[config.mk]
export PLATFORM = sky130hd
export DESIGN_NAME = button_press_classifier
export DESIGN_NICKNAME = d
export VERILOG_FILES = /design/src/design/bpc_pkg.sv /design/src/design/bpc_csr.sv /design/src/design/bpc_step.sv /design/src/design/button_press_classifier.sv
export SDC_FILE = /design/constraint.sdc
export NUM_CORES = 1
export LEC_CHECK = 0
export ABC_CLOCK_PERIOD_IN_PS = 8600
export BUFFER_PORTS_ARGS = -buffer_cell sky130_fd_sc_hd__buf_2
export CORE_UTILIZATION = 42
export DETAILED_ROUTE_END_ITERATION = 6
export PLACE_DENSITY = 0.57
export SYNTH_ARGS = -nofsm -noshare
export SYNTH_HDL_FRONTEND = slang
export SYNTH_HIERARCHICAL = 1
export SYNTH_SLANG_ARGS = --single-unit
[constraint.sdc]
create_clock -name clock -period 8.6 [get_ports clock]
set_input_delay 0.86 -clock clock [delete_from_list [all_inputs] [get_ports clock]]
set_output_delay 0.86 -clock clock [all_outputs]
set_load 0.01 [all_outputs]
[src/design/bpc_pkg.sv]
// Shared types and constants for the button press classifier.
// No dependencies; imported by every module of the block.
package bpc_pkg;

   localparam int unsigned ThrWidth   = 16;
   localparam int unsigned StampWidth = 32;
   localparam int unsigned TallyWidth = 8;
   localparam int unsigned CodeWidth  = 2;
   localparam int unsigned AddrWidth  = 4;
   localparam int unsigned DataWidth  = 32;

   // event codes
   localparam logic [CodeWidth-1:0] EV_NONE   = 2'd0;
   localparam logic [CodeWidth-1:0] EV_SINGLE = 2'd1;
   localparam logic [CodeWidth-1:0] EV_DOUBLE = 2'd2;
   localparam logic [CodeWidth-1:0] EV_LONG   = 2'd3;

   // register indexes (paddr[3:2])
   localparam logic [1:0] REG_DOUBLE_WINDOW = 2'd0;
   localparam logic [1:0] REG_LONG_PRESS    = 2'd1;
   localparam logic [1:0] REG_SINGLE_CONF   = 2'd2;

   localparam logic [ThrWidth-1:0] DOUBLE_WINDOW_RST = 16'd1000;
   localparam logic [ThrWidth-1:0] LONG_PRESS_RST    = 16'd3000;
   localparam logic [ThrWidth-1:0] SINGLE_CONF_RST   = 16'd300;

   typedef struct packed {
      logic [ThrWidth-1:0] double_window_ms;
      logic [ThrWidth-1:0] long_press_ms;
      logic [ThrWidth-1:0] single_confirm_ms;
   } thresholds_type;

endpackage

[src/design/bpc_csr.sv]
// Configuration registers of the button press classifier, APB-style access.
// Depends on bpc_pkg.
module bpc_csr (
   input  logic                          clock,
   input  logic                          reset,
   input  logic                          csr_psel,
   input  logic                          csr_penable,
   input  logic                          csr_pwrite,
   input  logic [bpc_pkg::AddrWidth-1:0] csr_paddr,
   input  logic [bpc_pkg::DataWidth-1:0] csr_pwdata,
   output logic [bpc_pkg::DataWidth-1:0] csr_prdata,
   output logic                          csr_pready,
   output bpc_pkg::thresholds_type       thr
);
   import bpc_pkg::*;

   thresholds_type thr_ff, thr_in;
   logic           wr_en;
   logic [1:0]     reg_idx;

   assign csr_pready = 1'b1;
   assign wr_en      = csr_psel && csr_penable && csr_pwrite;
   assign reg_idx    = csr_paddr[3:2];

   always_comb begin
      thr_in = thr_ff;
      if (wr_en) begin
         case (reg_idx)
            REG_DOUBLE_WINDOW: thr_in.double_window_ms  = csr_pwdata[ThrWidth-1:0];
            REG_LONG_PRESS:    thr_in.long_press_ms     = csr_pwdata[ThrWidth-1:0];
            REG_SINGLE_CONF:   thr_in.single_confirm_ms = csr_pwdata[ThrWidth-1:0];
            default: ;
         endcase
      end
   end

   always_comb begin
      case (reg_idx)
         REG_DOUBLE_WINDOW: csr_prdata = DataWidth'(thr_ff.double_window_ms);
         REG_LONG_PRESS:    csr_prdata = DataWidth'(thr_ff.long_press_ms);
         REG_SINGLE_CONF:   csr_prdata = DataWidth'(thr_ff.single_confirm_ms);
         default:           csr_prdata = '0;
      endcase
   end

   always_ff @(posedge clock) begin
      if (reset) begin
         thr_ff.double_window_ms  <= DOUBLE_WINDOW_RST;
         thr_ff.long_press_ms     <= LONG_PRESS_RST;
         thr_ff.single_confirm_ms <= SINGLE_CONF_RST;
      end else begin
         thr_ff <= thr_in;
      end
   end

   assign thr = thr_ff;

endmodule

[src/design/bpc_step.sv]
// Press/release/single/double/long classification step and the button state it keeps.
// Depends on bpc_pkg; state advances only when advance is high.
module bpc_step (
   input  logic                           clock,
   input  logic                           reset,
   input  logic                           advance,
   input  logic                           level,
   input  logic [bpc_pkg::StampWidth-1:0] now_ms,
   input  bpc_pkg::thresholds_type        thr,
   output logic [bpc_pkg::CodeWidth-1:0]  code
);
   import bpc_pkg::*;

   logic                  pressed_ff, pressed_in;
   logic [StampWidth-1:0] press_stamp_ff, press_stamp_in;
   logic [StampWidth-1:0] last_stamp_ff, last_stamp_in;
   logic [TallyWidth-1:0] tally_ff, tally_in;
   logic                  long_ff, long_in;
   logic                  pending_ff, pending_in;

   logic                  press_edge, release_edge;
   logic [StampWidth-1:0] gap_prev, hold_time, since_last;

   assign press_edge   = !level && !pressed_ff;
   assign release_edge = level && pressed_ff;
   assign gap_prev     = now_ms - last_stamp_ff;

   // a press in this step sets both stamps to now, so the later
   // differences are taken against the updated values
   assign hold_time  = now_ms - press_stamp_in;
   assign since_last = now_ms - last_stamp_in;

   always_comb begin
      pressed_in     = pressed_ff;
      press_stamp_in = press_stamp_ff;
      last_stamp_in  = last_stamp_ff;
      tally_in       = tally_ff;
      long_in        = long_ff;
      pending_in     = pending_ff;
      code           = EV_NONE;

      if (press_edge) begin
         pressed_in     = 1'b1;
         press_stamp_in = now_ms;
         last_stamp_in  = now_ms;
         if (gap_prev < StampWidth'(thr.double_window_ms)) begin
            tally_in = tally_ff + TallyWidth'(1);
         end else begin
            tally_in = TallyWidth'(1);
         end
      end

      if (release_edge) begin
         pressed_in = 1'b0;
         if (!long_ff) begin
            if (tally_ff == TallyWidth'(1)) begin
               pending_in = 1'b1;
            end else if (tally_ff == TallyWidth'(2)) begin
               code       = EV_DOUBLE;
               tally_in   = '0;
               pending_in = 1'b0;
            end
         end
         long_in = 1'b0;
      end

      if (pressed_in && hold_time > StampWidth'(thr.long_press_ms) && !long_in) begin
         long_in    = 1'b1;
         code       = EV_LONG;
         pending_in = 1'b0;
      end

      if (pending_in && since_last > StampWidth'(thr.single_confirm_ms)) begin
         code       = EV_SINGLE;
         pending_in = 1'b0;
      end
   end

   always_ff @(posedge clock) begin
      if (reset) begin
         pressed_ff     <= 1'b0;
         press_stamp_ff <= '0;
         last_stamp_ff  <= '0;
         tally_ff       <= '0;
         long_ff        <= 1'b0;
         pending_ff     <= 1'b0;
      end else if (advance) begin
         pressed_ff     <= pressed_in;
         press_stamp_ff <= press_stamp_in;
         last_stamp_ff  <= last_stamp_in;
         tally_ff       <= tally_in;
         long_ff        <= long_in;
         pending_ff     <= pending_in;
      end
   end

endmodule

[src/design/button_press_classifier.sv]
// Button press classifier: one event word per button sample.
// A sample passes the input register and then the result register, which raises rsp_valid;
// a stalled result register holds the next sample in the input register.
// Throughput: one word per cycle while rsp_ready is high; the step logic is three 32-bit subtract/compares.
// Reset (synchronous, active high): empties both registers, clears button state,
// and loads the thresholds with 1000, 3000 and 300 ms.
module button_press_classifier (
   input  logic                          clock,
   input  logic                          reset,
   input  logic                          req_valid,
   output logic                          req_ready,
   input  logic                          req_button_level,
   input  logic [bpc_pkg::StampWidth-1:0] req_now_ms,
   output logic                          rsp_valid,
   input  logic                          rsp_ready,
   output logic [bpc_pkg::CodeWidth-1:0] rsp_event_code,
   input  logic                          csr_psel,
   input  logic                          csr_penable,
   input  logic                          csr_pwrite,
   input  logic [bpc_pkg::AddrWidth-1:0] csr_paddr,
   input  logic [bpc_pkg::DataWidth-1:0] csr_pwdata,
   output logic [bpc_pkg::DataWidth-1:0] csr_prdata,
   output logic                          csr_pready
);
   import bpc_pkg::*;

   thresholds_type        thr;
   logic                  in_valid_ff;
   logic                  level_ff;
   logic [StampWidth-1:0] now_ff;
   logic                  out_valid_ff;
   logic [CodeWidth-1:0]  code_ff, code_in;
   logic                  out_free, advance, req_take;

   assign out_free  = !out_valid_ff || rsp_ready;
   assign advance   = in_valid_ff && out_free;
   assign req_ready = !in_valid_ff || advance;
   assign req_take  = req_valid && req_ready;

   bpc_csr u_csr (
      .clock       (clock),
      .reset       (reset),
      .csr_psel    (csr_psel),
      .csr_penable (csr_penable),
      .csr_pwrite  (csr_pwrite),
      .csr_paddr   (csr_paddr),
      .csr_pwdata  (csr_pwdata),
      .csr_prdata  (csr_prdata),
      .csr_pready  (csr_pready),
      .thr         (thr)
   );

   bpc_step u_step (
      .clock   (clock),
      .reset   (reset),
      .advance (advance),
      .level   (level_ff),
      .now_ms  (now_ff),
      .thr     (thr),
      .code    (code_in)
   );

   always_ff @(posedge clock) begin
      if (reset) begin
         in_valid_ff  <= 1'b0;
         out_valid_ff <= 1'b0;
      end else begin
         if (req_take) begin
            in_valid_ff <= 1'b1;
         end else if (advance) begin
            in_valid_ff <= 1'b0;
         end
         if (advance) begin
            out_valid_ff <= 1'b1;
         end else if (rsp_ready) begin
            out_valid_ff <= 1'b0;
         end
      end
   end

   always_ff @(posedge clock) begin
      if (req_take) begin
         level_ff <= req_button_level;
         now_ff   <= req_now_ms;
      end
      if (advance) begin
         code_ff <= code_in;
      end
   end

   assign rsp_valid      = out_valid_ff;
   assign rsp_event_code = code_ff;

endmodule

==> results.sh, run 1 <==
export IMPL_outcome="complete, no violations"
export IMPL_placedCellCount=2212
export IMPL_worstMarginPinSlew_ps=1165
export IMPL_fin_crit_ps=6614
export IMPL_crit_fanout=8
export IMPL_vias=12720
export IMPL_wl_met1_um=20450
export IMPL_ys_flop_type="dfxtp_1"
export IMPL_max_slew_margin_pct=22.02
export IMPL_dr_wl_met2_um=17430
export IMPL_rsz0062_at_grt="false"
export IMPL_fin_skew_ps=12.53
export IMPL_layout_setup_ws_ps=1986
export IMPL_highest_layer="met4"
export IMPL_design_area_um2=14930
export IMPL_dp_hpwl_um=31240
export IMPL_cp_start_kind="flop"
export IMPL_critical_path_class="flop to flop"
export IMPL_yosys_warnings=6
export IMPL_maxCapViolations=0
export IMPL_synth_cell_types=88
export IMPL_root_buffer="clkbuf_16"
export IMPL_vias_per_cell=5.670
export IMPL_cp_common_cell="nor2b_1"
export IMPL_post_cts_resized=0
export IMPL_slowest_stage="a222oi_1"
export IMPL_dieArea_um2=33440
export IMPL_power_mw=2.334
export IMPL_dp_worst_setup_slack_ps=2063
export IMPL_critical_path_endpoint_type="flop"
export IMPL_fin_util_pct=46.82
export IMPL_fin_cells=2244
export IMPL_core_area_um2=31880
export IMPL_cts_setup_buffers=0
export IMPL_layout_common_cells="217 x a21oi_1, 214 x nand2_1, 133 x ha_1"
export IMPL_p_comb_share_pct=32.8
export IMPL_cts_hold_buf=0
export IMPL_drive_gt1_share_pct=7.905
export IMPL_dpl_cell_area_um2=14380
export IMPL_seq_area_frac_synth_pct=25.87
export IMPL_boundaryPins=113
export IMPL_antenna_found_initial=0
export IMPL_clkTransAtPathRegs_ps=70
export IMPL_nFillCells=3244
export IMPL_routed_wirelength_um=40450
export IMPL_hp_class="flop to flop"
export IMPL_detail_route_antenna_nets=0
export IMPL_hold_viol=0
export IMPL_cts_tree="yes"
export IMPL_fin_nets=2007
export IMPL_holdWs_ps=458.2
export IMPL_crit_arrival_ps=6810
export IMPL_p_int_mw=1.493
export IMPL_grt_pass1_vias=11840
export IMPL_die_x_um=182.9
export IMPL_post_drt_wl_per_cell_um=18.03
export IMPL_critPathRequiredTime_ps=8790
export IMPL_max_stage_delay_ps=660
export IMPL_rows=65
export IMPL_syn_inst=1767
export IMPL_drc=0
export IMPL_syn_area_um2=13740
export IMPL_p_seq_share_pct=35.5
export IMPL_start_util_pct=43.09
export IMPL_clk_path_buf_depth=2
export IMPL_async_flop_share_pct=0
export IMPL_switching_share_pct=36.03
export IMPL_final_common_cell="a21oi_1"
export IMPL_place_gp_congestion=0.9151
export IMPL_leakage_nw=6.114
export IMPL_insertion_delay_ps=450
export IMPL_antenna_cells=0
export IMPL_drtIter0Drc=955
export IMPL_synth_edf_count=35
export IMPL_cts_sinks=160
export IMPL_firstDrtPassIters=6
export IMPL_cts_htree_levels=4
export IMPL_numCtsBuffers=17
export IMPL_synth_seq_cells=160
export IMPL_p_clk_share_pct=31.7
export IMPL_grt_max_degree=78
export IMPL_die_y_um=182.9
export IMPL_wl_met3_um=1886
export IMPL_syn_avg_cell_area_um2=7.775
export IMPL_slew_viol_final=0
export IMPL_fmax_ghz=0.1512
export IMPL_finalSetupViolCount=0
export IMPL_fin_crit_sh_pct=76.91
export IMPL_p_sw_mw=0.8409
export IMPL_track_usage_pct=24.21
export IMPL_power_per_cell_area_nw_per_um2=156.4
export IMPL_fin_tns_setup_ps=0
export IMPL_portBuffers=77
export IMPL_syn_to_final_growth_pct=8.652
export IMPL_overflow=0
export IMPL_ir_drop_v=0.0001453
export IMPL_grt_pass1_wl_um=63320
kinds of logic (layout without fill, tap and decap cells):
kind of cell | count (synthesis) | in the layout | synth area share (%)
AND/OR/NAND/NOR | 614 | 614 | 22.11
flip-flops | 160 | 160 | 25.87
AO/OA/AOI/OAI | 500 | 500 | 22.59
buffers and inverters | 198 | 225 | 6.056
other | 2 | 17 | 0.05467
XOR/XNOR | 68 | 68 | 4.335
multiplexers | 87 | 87 | 6.366
adder cells (fa/ha/maj) | 138 | 138 | 12.62
routing by layer:
layer / track usage (%) / vias to the layer above
li1: - / 6356
met5: 0 / -
met1: 35.17 / 6017
met3: 3.535 / 34
met2: 37.11 / 316
met4: 6.500 / 0
final timing paths:
kind	from	endpoint	slack [ps]	cells after the start
worst max-delay path	level_ff	rsp_event_code[1]	1990	26
worst min-delay path	u_step/press_stamp_ff[16]	u_step/press_stamp_ff[16]	460	2
worst max register to register	level_ff	rsp_event_code[1]	1990	26
worst min register to register	u_step/press_stamp_ff[16]	u_step/press_stamp_ff[16]	460	2
power by group through the flow:
stage | Clock [mW] | Combinational [mW] | Sequential [mW]
finish | 0.740 | 0.766 | 0.828
CTS | 0.758 | 0.756 | 0.827
floorplan | 0 | 0.573 | 0.830
detailed placement | 0 | 0.750 | 0.844
global placement | 0 | 0.745 | 0.844
global route | 0.793 | 0.848 | 0.831
synthesized netlist by cell type (all sizes together) (15+ instances only):
| master | instances | area [µm²] |
|---|---|---|
| xor2 | 25 | 219.0 |
| clkbuf | 57 | 214.0 |
| nor2 | 110 | 412.9 |
| ha | 133 | 1664 |
| o21bai | 15 | 112.6 |
| nand4 | 33 | 212.7 |
| dfxtp | 125 | 2502 |
| a21o | 42 | 315.3 |
| o21ai | 89 | 445.4 |
| buf | 32 | 209.0 |
| inv | 109 | 409.1 |
| nand3 | 39 | 200.2 |
| mux2i | 84 | 840.8 |
| nor2b | 29 | 181.4 |
| xnor2 | 43 | 376.6 |
| edfxtp | 35 | 1051 |
| nor3 | 28 | 151.4 |
| and2 | 30 | 191.4 |
| nand2 | 215 | 807.0 |
| a21oi | 218 | 1095 |
| nand2b | 71 | 444.2 |
registers in the layout, summed over array words and instances (netlist names):
name	count
u_step/last_stamp_ff	32
rsp_valid	1
u_step/long_ff	1
level_ff	1
u_step/tally_ff	8
u_step/pending_ff	1
u_step/pressed_ff	1
in_valid_ff	1
u_step/press_stamp_ff	32
now_ff	32
rsp_event_code	2
u_csr/thr	48
area by class of cell:
cell class                 count  area (µm²)  share of cell area, %
multi-input combinational   1424        9430                  63.18
clock inverter                 9       71.32                 0.4778
tap                          435       544.3                  3.646
sequential                   160        3553                  23.81
clock buffer                  23       478.0                  3.202
inverter                     109       409.1                  2.741
timing repair buffer          84       440.4                  2.951
worst max-delay path: cells and delay by family, from the launching register on:
family / cells / cell delay (ps)
XOR/XNOR: 1 / 90
flip-flops: 1 / 540
AND/OR/NAND/NOR: 15 / 3070
AO/OA/AOI/OAI: 8 / 2190
adder cells (fa/ha/maj): 2 / 470
No activity file was read; power rests on OpenSTA's default activity.
==> run 2, diff against run 1 <==
- ABC_AREA: not set -> 1
- ABC_CLOCK_PERIOD_IN_PS: 8600 -> 5900
- PLACE_DENSITY: 0.57 -> 0.6
- clock period: 8.6 -> 5.9 ns (I/O delays scaled with it)
==> results.sh, run 2 <==
export IMPL_fin_tns_setup_ps=0
export IMPL_critical_path_class="flop to flop"
export IMPL_layout_common_cells="579 x nand2_1, 321 x inv_1, 291 x nor2_1"
export IMPL_root_buffer="clkbuf_16"
export IMPL_dieArea_um2=34870
export IMPL_cts_htree_levels=4
export IMPL_fin_crit_sh_pct=86.40
export IMPL_worstMarginPinSlew_ps=1192
export IMPL_maxCapViolations=0
export IMPL_vias=14710
export IMPL_yosysTopAreaCell="dfxtp_1"
export IMPL_clkTransAtPathRegs_ps=60
export IMPL_synth_seq_cells=160
export IMPL_drive_gt1_share_pct=7.325
export IMPL_ir_drop_v=0.0001298
export IMPL_fin_skew_ps=18.86
export IMPL_cts_hold_buf=0
export IMPL_grt_max_degree=67
export IMPL_syn_area_um2=14330
export IMPL_hold_viol=0
export IMPL_ys_top_cells_by_area="dfxtp_1 17%, nand2_1 15%, ha_1 12%, inv_1 8.4%, a21oi_1 7.9%"
export IMPL_outcome="complete, no violations"
export IMPL_vias_per_cell=5.262
export IMPL_cts_tree="yes"
export IMPL_numCtsBuffers=17
export IMPL_overflow=0
export IMPL_detail_route_antenna_nets=0
export IMPL_cts_sinks=160
export IMPL_gr_max_usage_layer="met2"
export IMPL_synth_common_cells="579 x nand2_1, 322 x inv_1, 291 x nor2_1"
export IMPL_largest_reg_flops=48
export IMPL_grtUsageMet1_pct=39.00
export IMPL_grt_pass1_vias=13450
export IMPL_critPathRequiredTime_ps=6100
export IMPL_dpl_cell_area_um2=15030
export IMPL_track_usage_pct=27.29
export IMPL_fin_util_pct=46.54
export IMPL_ys_flop_type="dfxtp_1"
export IMPL_portBuffers=77
export IMPL_routed_wirelength_um=47820
export IMPL_place_gp_congestion=0.9480
export IMPL_design_area_um2=15610
export IMPL_firstDrtPassIters=6
export IMPL_rows=67
export IMPL_die_y_um=186.7
export IMPL_max_slew_margin_pct=20.45
export IMPL_slew_viol_final=0
export IMPL_finalSetupViolCount=0
export IMPL_crit_fanout=18
export IMPL_use_met3_pct=4.871
export IMPL_post_drt_wl_per_cell_um=17.10
export IMPL_final_common_cell="nand2_1"
export IMPL_grtUsageMet2_pct=41.42
export IMPL_cp_common_cell="nand2_1"
export IMPL_drc=0
export IMPL_critical_path_endpoint_type="flop"
export IMPL_syn_avg_cell_area_um2=6.292
export IMPL_boundaryPins=113
export IMPL_fin_crit_ps=5098
export IMPL_insertion_delay_ps=450
export IMPL_drtIter0Drc=1302
export IMPL_cp_start_kind="flop"
export IMPL_antenna_cells=0
export IMPL_holdWs_ps=320.4
export IMPL_fin_nets=2546
export IMPL_rsz0062_at_grt="false"
export IMPL_synth_edf_count=35
export IMPL_async_flop_share_pct=0
export IMPL_seq_area_frac_synth_pct=24.79
export IMPL_post_cts_resized=0
export IMPL_synth_cell_types=47
export IMPL_slowest_stage="fa_1"
export IMPL_core_area_um2=33530
export IMPL_start_util_pct=42.74
export IMPL_crit_arrival_ps=5290
export IMPL_yosys_warnings=6
export IMPL_dp_hpwl_um=40050
export IMPL_fmax_ghz=0.1962
export IMPL_hp_class="input port to flop"
export IMPL_syn_to_final_growth_pct=8.896
export IMPL_leakage_nw=7.446
export IMPL_cts_setup_buffers=0
export IMPL_die_x_um=186.7
export IMPL_syn_inst=2278
export IMPL_power_per_cell_area_nw_per_um2=240.5
export IMPL_synth_most_common_cell="nand2_1"
export IMPL_max_stage_delay_ps=450
export IMPL_clk_path_buf_depth=2
export IMPL_yosysTopAreaCellShare_pct=17.46
export IMPL_antenna_found_initial=0
export IMPL_grt_pass1_wl_um=73180
==> run 2: changes by cell type in the layout (fill, tap and decap cells not counted), sizes merged, moves of 26 or more <==
cell	previous run	this run
and2	30	0
o21ai	89	115
nor2	110	300
a21o	42	5
mux2i	84	0
nand3	39	159
xnor2	43	12
nand2	215	603
inv	114	333
nor2b	29	0
nand2b	71	0
==> run 2: routing by layer <==
layer  vias up  wire length (µm)  part of all wire [%]
met3        72              3133                   6.6
met2       442             20220                    42
met5         -                 0                     0
met4         0              1302                   2.7
li1       7487                 -                     -
met1      6711             23160                    48
==> run 2: metrics by stage <==
stage               instances  setup WS (ps)  power [mW]
finish                   2796          802.3       3.753
CTS                      2796          845.4       3.758
floorplan                2293           1585       2.254
global route             2796          352.8       4.003
detailed placement       2764          856.0       2.646
global placement         2764          937.8       2.627
==> run 2: layout make-up <==
type	instances	area, µm²
clock inverters	12	123.9
flip-flops and latches	160	3553
repair buffers	85	445.4
well taps	448	560.5
inverters	330	1239
fillers	3650	17920
clock buffers	20	456.7
multi-input cells	1741	9229
==> run 2: power by group <==
group	internal (mW)	switching, mW	leakage [nW]	total (mW)
Clock	0.612	0.493	0.283	1.11
Combinational	0.481	0.946	5.80	1.43
Sequential	1.17	0.0520	1.36	1.22
==> run 2: path summary, 6_finish.rpt <==
| path | start | endpoint | slack [ps] | cells past startpoint |
|---|---|---|---|---|
| worst max-delay path | level_ff | rsp_event_code[0] | 800 | 32 |
| worst min-delay path | req_now_ms[5] | now_ff[5] | 320 | 1 |
| worst max register to register | level_ff | rsp_event_code[0] | 800 | 32 |
| worst min register to register | u_step/press_stamp_ff[0] | u_step/press_stamp_ff[0] | 460 | 2 |
==> run 2: kinds of logic after synthesis <==
logic type	count (synthesis)	synth area share (%)
flops	160	24.79
fa+ha+maj	135	11.89
simple gates	1142	34.00
other cells	2	0.05240
compound gates	390	14.57
buf+inv	392	11.21
xor+xnor	57	3.483
==> run 2: worst max-delay path: cells and delay by family, from the launching register on <==
| kind | cells | cell delay (ps) |
|---|---|---|
| compound gates | 3 | 610 |
| buf+inv | 4 | 270 |
| simple gates | 21 | 2490 |
| flops | 1 | 430 |
| xor+xnor | 1 | 160 |
| fa+ha+maj | 3 | 900 |
